## src/sv/damage_region_tracker_macros.svh

```systemverilog
// ----------------------------------------------------------------------------
// damage_region_tracker_macros.svh
// assertion helpers shared by the damage region tracker rtl
// ----------------------------------------------------------------------------
`ifndef DAMAGE_REGION_TRACKER_MACROS_SVH
`define DAMAGE_REGION_TRACKER_MACROS_SVH

// condition that must hold at every clock edge out of reset
`define DRT_ASSERT_ALWAYS(lbl, cond, msg) \
  lbl: assert property (@(posedge clk) disable iff (!rst_n) (cond)) else $error(msg);

// same-cycle implication
`define DRT_ASSERT_IMPL(lbl, ante, cons, msg) \
  lbl: assert property (@(posedge clk) disable iff (!rst_n) (ante) |-> (cons)) else $error(msg);

// next-cycle implication
`define DRT_ASSERT_NEXT(lbl, ante, cons, msg) \
  lbl: assert property (@(posedge clk) disable iff (!rst_n) (ante) |=> (cons)) else $error(msg);

`endif

```

## src/sv/drt_pkg.sv

```systemverilog
// ----------------------------------------------------------------------------
// drt_pkg
// types and constants of the damage region tracker
// ----------------------------------------------------------------------------
`timescale 1ns / 1ps
`default_nettype none

package drt_pkg;

  // operation selector of an input word
  typedef enum logic [1:0] {
    MODE_PUSH    = 2'd0,
    MODE_FULL    = 2'd1,
    MODE_CONSUME = 2'd2
  } mode_t;

  // configuration register indexes
  localparam logic REG_SCREEN_WIDTH  = 1'b0;
  localparam logic REG_SCREEN_HEIGHT = 1'b1;

  // field widths
  localparam int DIM_W   = 14;
  localparam int COORD_W = 16;
  localparam int BOX_W   = 17;
  localparam int CNT_W   = 7;

  // defaults
  localparam int RING_DEPTH_DEF    = 64;
  localparam int SCREEN_WIDTH_RST  = 1920;
  localparam int SCREEN_HEIGHT_RST = 1080;

  // partial redraw allowed below CLIP_NUM / CLIP_DEN of the screen area
  localparam int CLIP_NUM = 3;
  localparam int CLIP_DEN = 5;

endpackage

`default_nettype wire

```

## src/sv/damage_region_tracker.sv

```systemverilog
// ----------------------------------------------------------------------------
// damage_region_tracker
// dirty rectangle bounding box tracker with redraw area decision
// ----------------------------------------------------------------------------
//  channel  | direction | handshake             | payload
//  in_      | input     | in_valid / in_ready   | mode, region x/y/w/h
//  out_     | output    | out_valid / out_ready | pending count, redraw, clip box
//  cfg_     | input     | cfg_we                | screen width / height
//
//  one word accepted per cycle while in_ready is high; its result goes through the clamp and result stages
//  box, flag and pending count update at the accept edge (clamp stage)
//  the area product and threshold compare run in the second stage
//  a stalled output keeps the clamp stage filled, then in_ready drops
//  synchronous reset; no clearing pass, usable the first cycle after reset
// ----------------------------------------------------------------------------
`timescale 1ns / 1ps
`default_nettype none

module damage_region_tracker
  import drt_pkg::*;
#(
  parameter int RING_DEPTH = RING_DEPTH_DEF
) (
  input  wire logic                      clk,
  input  wire logic                      rst_n,
  // input words
  input  wire logic                      in_valid,
  output logic                           in_ready,
  input  wire logic [1:0]                in_mode,
  input  wire logic signed [COORD_W-1:0] in_region_x,
  input  wire logic signed [COORD_W-1:0] in_region_y,
  input  wire logic signed [COORD_W-1:0] in_region_w,
  input  wire logic signed [COORD_W-1:0] in_region_h,
  // result words
  output logic                           out_valid,
  input  wire logic                      out_ready,
  output logic [CNT_W-1:0]               out_pending_count,
  output logic                           out_redraw,
  output logic                           out_partial,
  output logic [DIM_W-1:0]               out_clip_x,
  output logic [DIM_W-1:0]               out_clip_y,
  output logic [DIM_W-1:0]               out_clip_w,
  output logic [DIM_W-1:0]               out_clip_h,
  // configuration
  input  wire logic                      cfg_we,
  input  wire logic                      cfg_index,
  input  wire logic [DIM_W-1:0]          cfg_wdata
);

  localparam int PEND_W  = $clog2(RING_DEPTH + 1);
  localparam int CEXT_W  = (PEND_W > CNT_W) ? PEND_W : CNT_W;
  localparam int AREA_W  = 2 * DIM_W;
  localparam int CMP_W   = AREA_W + 3;
  localparam int EXT_W   = BOX_W + 1;

  // configuration and derived screen area
  logic [DIM_W-1:0]  sw_r, sh_r;
  logic [AREA_W-1:0] full_r;

  // tracker state
  logic [PEND_W-1:0]      pending_r, pending_nxt;
  logic                   flag_r, flag_nxt;
  logic                   box_valid_r, box_valid_nxt;
  logic signed [BOX_W-1:0] left_r, top_r, right_r, bottom_r;
  logic signed [BOX_W-1:0] left_nxt, top_nxt, right_nxt, bottom_nxt;

  // clamp stage
  logic             a_valid_r;
  logic [CNT_W-1:0] a_cnt_r, a_cnt_nxt;
  logic             a_redraw_r, a_redraw_nxt;
  logic             a_cand_r, a_cand_nxt;
  logic [DIM_W-1:0] a_x0_r, a_y0_r, a_ew_r, a_eh_r;
  logic [DIM_W-1:0] a_x0_nxt, a_y0_nxt, a_ew_nxt, a_eh_nxt;

  // result stage
  logic             out_valid_r;
  logic [CNT_W-1:0] out_cnt_r;
  logic             out_redraw_r, out_clip_r;
  logic [DIM_W-1:0] out_x_r, out_y_r, out_w_r, out_h_r;
  logic [DIM_W-1:0] out_x_nxt, out_y_nxt, out_w_nxt, out_h_nxt;
  logic             out_clip_nxt;

  // handshake
  logic  out_load, accept;
  mode_t mode;

  assign out_load = !out_valid_r || out_ready;
  assign in_ready = !a_valid_r || out_load;
  assign accept   = in_valid && in_ready;
  assign mode     = mode_t'(in_mode);

  // grow operands
  logic signed [BOX_W-1:0] gx, gy, gw, gh, gr, gb;
  logic                    is_push, grow_en;

  // clamp operands
  logic signed [BOX_W-1:0] sw_s, sh_s, x0, y0, x1, y1;
  logic signed [EXT_W-1:0] ew, eh;
  logic                    ext_pos;
  logic [CEXT_W-1:0]       cnt_ext;
  logic [PEND_W-1:0]       count;

  // update of tracker state for the word at the input
  always_comb begin
    is_push = 1'b0;
    gx      = '0;
    gy      = '0;
    gw      = '0;
    gh      = '0;
    unique case (mode)
      MODE_PUSH: begin
        is_push = 1'b1;
        gx      = BOX_W'(in_region_x);
        gy      = BOX_W'(in_region_y);
        gw      = BOX_W'(in_region_w);
        gh      = BOX_W'(in_region_h);
      end
      MODE_FULL: begin
        is_push = 1'b1;
        gw      = $signed({{(BOX_W-DIM_W){1'b0}}, sw_r});
        gh      = $signed({{(BOX_W-DIM_W){1'b0}}, sh_r});
      end
      default: begin
        is_push = 1'b0;
      end
    endcase
    gr      = gx + gw;
    gb      = gy + gh;
    grow_en = is_push && (gw > 0) && (gh > 0);

    // clamp box to the screen
    sw_s    = $signed({{(BOX_W-DIM_W){1'b0}}, sw_r});
    sh_s    = $signed({{(BOX_W-DIM_W){1'b0}}, sh_r});
    x0      = left_r[BOX_W-1] ? '0 : left_r;
    y0      = top_r[BOX_W-1] ? '0 : top_r;
    x1      = (right_r > sw_s) ? sw_s : right_r;
    y1      = (bottom_r > sh_s) ? sh_s : bottom_r;
    ew      = EXT_W'(x1) - EXT_W'(x0);
    eh      = EXT_W'(y1) - EXT_W'(y0);
    ext_pos = (ew > 0) && (eh > 0);

    // defaults: hold
    pending_nxt   = pending_r;
    flag_nxt      = flag_r;
    box_valid_nxt = box_valid_r;
    left_nxt      = left_r;
    top_nxt       = top_r;
    right_nxt     = right_r;
    bottom_nxt    = bottom_r;
    a_redraw_nxt  = 1'b0;
    a_cand_nxt    = 1'b0;

    // bounding box growth
    if (grow_en) begin
      box_valid_nxt = 1'b1;
      if (!box_valid_r) begin
        left_nxt   = gx;
        top_nxt    = gy;
        right_nxt  = gr;
        bottom_nxt = gb;
      end else begin
        if (gx < left_r)   left_nxt   = gx;
        if (gy < top_r)    top_nxt    = gy;
        if (gr > right_r)  right_nxt  = gr;
        if (gb > bottom_r) bottom_nxt = gb;
      end
    end

    // pending count, flag and consume
    if (is_push && (pending_r < PEND_W'(RING_DEPTH))) begin
      pending_nxt = pending_r + PEND_W'(1);
    end
    if (mode == MODE_FULL) begin
      flag_nxt = 1'b1;
    end
    if (mode == MODE_CONSUME) begin
      pending_nxt = '0;
      if (pending_r != '0) begin
        a_redraw_nxt  = 1'b1;
        a_cand_nxt    = !flag_r && box_valid_r && ext_pos;
        box_valid_nxt = 1'b0;
        flag_nxt      = 1'b0;
      end
    end

    count     = is_push ? pending_nxt : pending_r;
    cnt_ext   = CEXT_W'(count);
    a_cnt_nxt = cnt_ext[CNT_W-1:0];
    a_x0_nxt  = x0[DIM_W-1:0];
    a_y0_nxt  = y0[DIM_W-1:0];
    a_ew_nxt  = ew[DIM_W-1:0];
    a_eh_nxt  = eh[DIM_W-1:0];
  end

  // area compare: area < floor(full * num / den)  <=>  den * (area + 1) <= num * full
  logic [AREA_W-1:0] area;
  logic [CMP_W-1:0]  lhs, rhs;

  always_comb begin
    area         = a_ew_r * a_eh_r;
    lhs          = CMP_W'(area) * CMP_W'(CLIP_DEN) + CMP_W'(CLIP_DEN);
    rhs          = CMP_W'(full_r) * CMP_W'(CLIP_NUM);
    out_clip_nxt = a_redraw_r && a_cand_r && (lhs <= rhs);
    out_x_nxt    = '0;
    out_y_nxt    = '0;
    out_w_nxt    = '0;
    out_h_nxt    = '0;
    if (out_clip_nxt) begin
      out_x_nxt = a_x0_r;
      out_y_nxt = a_y0_r;
      out_w_nxt = a_ew_r;
      out_h_nxt = a_eh_r;
    end else if (a_redraw_r) begin
      out_w_nxt = sw_r;
      out_h_nxt = sh_r;
    end
  end

  // configuration registers and screen area
  always_ff @(posedge clk) begin
    if (!rst_n) begin
      sw_r   <= DIM_W'(SCREEN_WIDTH_RST);
      sh_r   <= DIM_W'(SCREEN_HEIGHT_RST);
      full_r <= AREA_W'(SCREEN_WIDTH_RST * SCREEN_HEIGHT_RST);
    end else begin
      full_r <= sw_r * sh_r;
      if (cfg_we) begin
        unique case (cfg_index)
          REG_SCREEN_WIDTH:  sw_r <= cfg_wdata;
          REG_SCREEN_HEIGHT: sh_r <= cfg_wdata;
          default:           sw_r <= sw_r;
        endcase
      end
    end
  end

  // tracker state
  always_ff @(posedge clk) begin
    if (!rst_n) begin
      pending_r   <= PEND_W'(1);
      flag_r      <= 1'b1;
      box_valid_r <= 1'b0;
    end else if (accept) begin
      pending_r   <= pending_nxt;
      flag_r      <= flag_nxt;
      box_valid_r <= box_valid_nxt;
    end
  end

  // box edges, qualified by box_valid_r
  always_ff @(posedge clk) begin
    if (accept) begin
      left_r   <= left_nxt;
      top_r    <= top_nxt;
      right_r  <= right_nxt;
      bottom_r <= bottom_nxt;
    end
  end

  // clamp stage
  always_ff @(posedge clk) begin
    if (!rst_n) begin
      a_valid_r <= 1'b0;
    end else if (in_ready) begin
      a_valid_r <= accept;
    end
  end

  always_ff @(posedge clk) begin
    if (accept) begin
      a_cnt_r    <= a_cnt_nxt;
      a_redraw_r <= a_redraw_nxt;
      a_cand_r   <= a_cand_nxt;
      a_x0_r     <= a_x0_nxt;
      a_y0_r     <= a_y0_nxt;
      a_ew_r     <= a_ew_nxt;
      a_eh_r     <= a_eh_nxt;
    end
  end

  // result stage
  always_ff @(posedge clk) begin
    if (!rst_n) begin
      out_valid_r <= 1'b0;
    end else if (out_load) begin
      out_valid_r <= a_valid_r;
    end
  end

  always_ff @(posedge clk) begin
    if (out_load && a_valid_r) begin
      out_cnt_r    <= a_cnt_r;
      out_redraw_r <= a_redraw_r;
      out_clip_r   <= out_clip_nxt;
      out_x_r      <= out_x_nxt;
      out_y_r      <= out_y_nxt;
      out_w_r      <= out_w_nxt;
      out_h_r      <= out_h_nxt;
    end
  end

  assign out_valid         = out_valid_r;
  assign out_pending_count = out_cnt_r;
  assign out_redraw        = out_redraw_r;
  assign out_partial       = out_clip_r;
  assign out_clip_x        = out_x_r;
  assign out_clip_y        = out_y_r;
  assign out_clip_w        = out_w_r;
  assign out_clip_h        = out_h_r;

  // checks
`include "damage_region_tracker_macros.svh"

  `DRT_ASSERT_ALWAYS(a_pend_bound, pending_r <= PEND_W'(RING_DEPTH), "pending above ring depth")
  `DRT_ASSERT_IMPL(a_clip_needs_redraw, out_valid_r && out_clip_r, out_redraw_r, "clip without redraw")
  `DRT_ASSERT_IMPL(a_no_overrun, a_valid_r && out_valid_r && !out_ready, !in_ready, "stage overrun")
  `DRT_ASSERT_NEXT(a_consume_clears, accept && (mode == MODE_CONSUME) && (pending_r != '0), (pending_r == '0) && !box_valid_r && !flag_r, "consume left state")

endmodule

`default_nettype wire
```

## config.mk

```make
export PLATFORM = sky130hd
export DESIGN_NAME = damage_region_tracker
export DESIGN_NICKNAME = d
export VERILOG_FILES = /design/src/sv/drt_pkg.sv /design/src/sv/damage_region_tracker.sv
export VERILOG_INCLUDE_DIRS = /design/src /design/src/sv
export SDC_FILE = /design/constraint.sdc
export NUM_CORES = 2
export LEC_CHECK = 0
export BUFFER_PORTS_ARGS = -buffer_cell sky130_fd_sc_hd__buf_4
export CAP_MARGIN = 40
export CORE_MARGIN = 4
export CORE_UTILIZATION = 47
export DETAILED_ROUTE_END_ITERATION = 8
export PLACE_DENSITY = 0.74
export SLEW_MARGIN = 25
export SYNTH_ARGS = -nofsm -noshare
export SYNTH_HDL_FRONTEND = slang
export SYNTH_SLANG_ARGS = --single-unit
```

## constraint.sdc

```tcl
create_clock -name clk -period 15.4 [get_ports clk]
set_clock_uncertainty 0.1 [all_clocks]
set_input_delay 0.77 -clock clk [delete_from_list [all_inputs] [get_ports clk]]
set_output_delay 0.77 -clock clk [all_outputs]
set_load 0.01 [all_outputs]
```

==> summary.md <==
| Metric | Value |
|---|---|
| Class of the most critical setup path | flop to flop |
| CP required | 15.67 ns |
| Syn Nets | 4323 |
| Std cell rows | 95 |
| Hold path depth | 3 |
| FF-to-FF End | out_clip_x[9] |
| Arr. time, crit path | 11.89 ns |
| Initial antenna violation count | 1 |
| Post-Synth XOR/XNOR Area | 3.71% |
| Placed cell count | 4427 |
| I/O Buffers | 152 |
| Largest family of logic cells by synthesized area | adder cells |
| Final WS setup | 3.78 ns |
| Worst-Margin Slew | 0.906 ns |
| Max incr delay on CP | 0.66 ns |
| 1st-iter DRT viols | 2194 |
| Final Critical Period | 11.62 ns |
| R2R depth | 46 |
| Via-to-Cell Ratio | 5.64 |
| Slew Viols, Final | 0 |
| GRT Util Overall | 24.1% |
| Area Overhead vs Synth | 10.5% |
| RSZ-0062 raised after global routing | no |
| Core Util, Final | 52.4% |
| Count of boundary I/O pins | 153 |
| Number of synthesized flops with an enable pin | 196 |
| Final worst path period share | 75.5% |
| Reg2reg setup slack | 3.78 ns |
| Post-synth top cells | 490 x inv_1, 479 x ha_1, 382 x nand2_1, 287 x fa_1, 259 x nor2_1 |
| DR WL/cell | 19.5 um |
| Area share of fa/ha/maj cells after synthesis | 36.9% |
| Startpoint Class | flop |
| Hpwl dp | 69700 um |
| Mapped Avg Cell Area | 9.17 sq um |
| Core area | 67200 sq um |
| Largest net degree at the start of global routing | 66 |
| Final cell count without fillers | 4489 |
| Synth async-reset ratio | 0% |
| Fin. Hold Viols | 0 |
| Router iterations before antenna repair | 6 |
| H-tree Lvls | 1 |
| Vias | 25338 |
| Die ar. | 71900 sq um |
| CP Max Fanout | 29 |
| Top-area cell type share of the netlist area | 18.8% |
| Seq/Total Area, Yosys | 22.7% |
| Starting density of the core | 47.4% |
| Reg2reg start | a_ew_r[5] |
| Nature of the critical path endpoint | flop |
| CTS Buf Count | 31 |
| TritonCTS clock tree | done |
| Clk buf depth | 3 |
| Rel. slew slack | 39.5% |
| # DRC | 0 |
| Yosys warnings | 0 |
| Routed wire length | 87800 um |
| Number of diodes | 0 |
| CTS Hold Bufs | 0 |
| Post-synthesis compound-gate area fraction | 11.0% |
| GP Congestion | 0.972 |
| Postcts setup bufs | 0 |
| Layout cells sized above 1 | 7.30% |
| CTS Sinks | 263 |
| Post-CTS sizing | 0 |
| First-pass GRT wire length | 136000 um |
| Simple-gate share of the synthesized area | 16.3% |
| Worst path slowest cell | edfxtp_1 |
| Critical path origin | a_ew_r[5] |
| Vias in the first global route | 24574 |
| Post-DRT Antenna Nets | 0 |
| Top-count cell post-synth | inv_1 |
| Min-delay src | cfg_wdata[2] |
| Mapped Cells | 3471 |
| Leading area contributor after synthesis | ha_1 |
| Sum Neg Setup Slack | 0 ns |
| Top cells by area, synth | ha_1 19%, edfxtp_1 18%, fa_1 18% |
| Worst Hold Class | input port to flop |
| Die boundary width | 268 um |
| DP Worst Slack | 3.84 ns |
| Cell variety after synth | 72 |
| Final setup vio count | 0 |
| Status | completed |
| Clk_lat worst skew | 0.63 ns |
| GR Overflow Total | 0 |
| Nets | 4443 |
| Max Cap Violations | 0 |
| Die Y | 268 um |
| Worst-path clk slew | 0.07 ns |
| Fmax | 86.1 MHz |
| Multiplexer area fraction after synthesis | 2.30% |
| Primary FF master, synth | edfxtp_1 |
| Post-Syn Area | 31800 sq um |
| Synthesized flop and latch total | 263 |
| Clock Tree Root | clkbuf_16 |
| Hold EP | sw_r[2] |
area by class of cell:
cell class | count | area (sq um)
Multi-Input combinational cell | 2606 | 22400
Timing Repair Buffer | 192 | 1510
Clock buffer | 34 | 808
Sequential cell | 263 | 7230
Tap cell | 873 | 1090
Fill cell | 5940 | 32000
Inverter | 497 | 1870
Clock inverter | 24 | 314
cells by family after synthesis:
| group | count (synthesis) |
|---|---|
| AND/OR/NAND/NOR | 1089 |
| adder cells (fa/ha/maj) | 767 |
| buffers and inverters | 602 |
| AO/OA/AOI/OAI | 542 |
| flip-flops | 263 |
| XOR/XNOR | 135 |
| multiplexers | 73 |
registers in the layout (all words and copies together) (netlist names), 14 cells and up:
register and cells:
top_r 16, right_r 17, out_clip_y 14, a_ew_r 14, full_r 28, out_clip_w 14, sw_r 14, left_r 16
a_x0_r 14, out_clip_h 14, sh_r 14, out_clip_x 14, a_y0_r 14, a_eh_r 14, bottom_r 17
layer usage:
metal  wire length, um  global-route usage, %  share of wire [%]  up-vias
li1                  -                      -                  -    11905
met1             36500                   33.3                 42    12213
met2             39500                   37.8                 45      991
met4              3950                   9.42                4.5        2
met5                14                      0              0.016        -
met3              7780                   4.20                8.9      227
critical path: cells and delay by family, from the launching register on:
kind / cells / cell delay, ns
adders and majority gates: 11 / 4.70
AOI/OAI and AO/OA: 15 / 3.26
and+or+nand+nor: 11 / 1.65
buffers and inverters: 8 / 0.75
DFF: 1 / 0.66
xor gates and xnor gates: 1 / 0.17
cell usage in the layout (no fill, tap or decap), drive strengths merged, types with 39 or more instances in the layout:
cell	netlist	layout
fa	287	287
nor2	259	259
o21a	41	41
and2	196	196
edfxtp	196	196
buf	9	190
xor2	46	46
xnor2	89	89
nor3	39	39
a21oi	161	161
nand3	43	43
mux2i	72	72
ha	479	479
inv	490	504
nand2	382	382
o21ai	99	99
a21o	78	78
dfxtp	67	67
through the flow:
stage,area (sq um),hold slack (ns)
finish,35200,0.295
detailed placement,34000,0.305
global route,35200,0.277
global placement,33900,0.301
CTS,35100,0.262
floorplan,31800,0.300
worst max path at each step:
stage	end	depth (start not counted)
floorplan	out_clip_w[1]	47
global placement	out_clip_y[11]	45
detailed placement	out_clip_x[8]	46
CTS	out_clip_x[9]	46
global route	out_clip_y[7]	46
finish	out_clip_x[9]	46
Power is not shown: default switching activity piles up to over one toggle a cycle in this logic, so the estimate is an artifact.
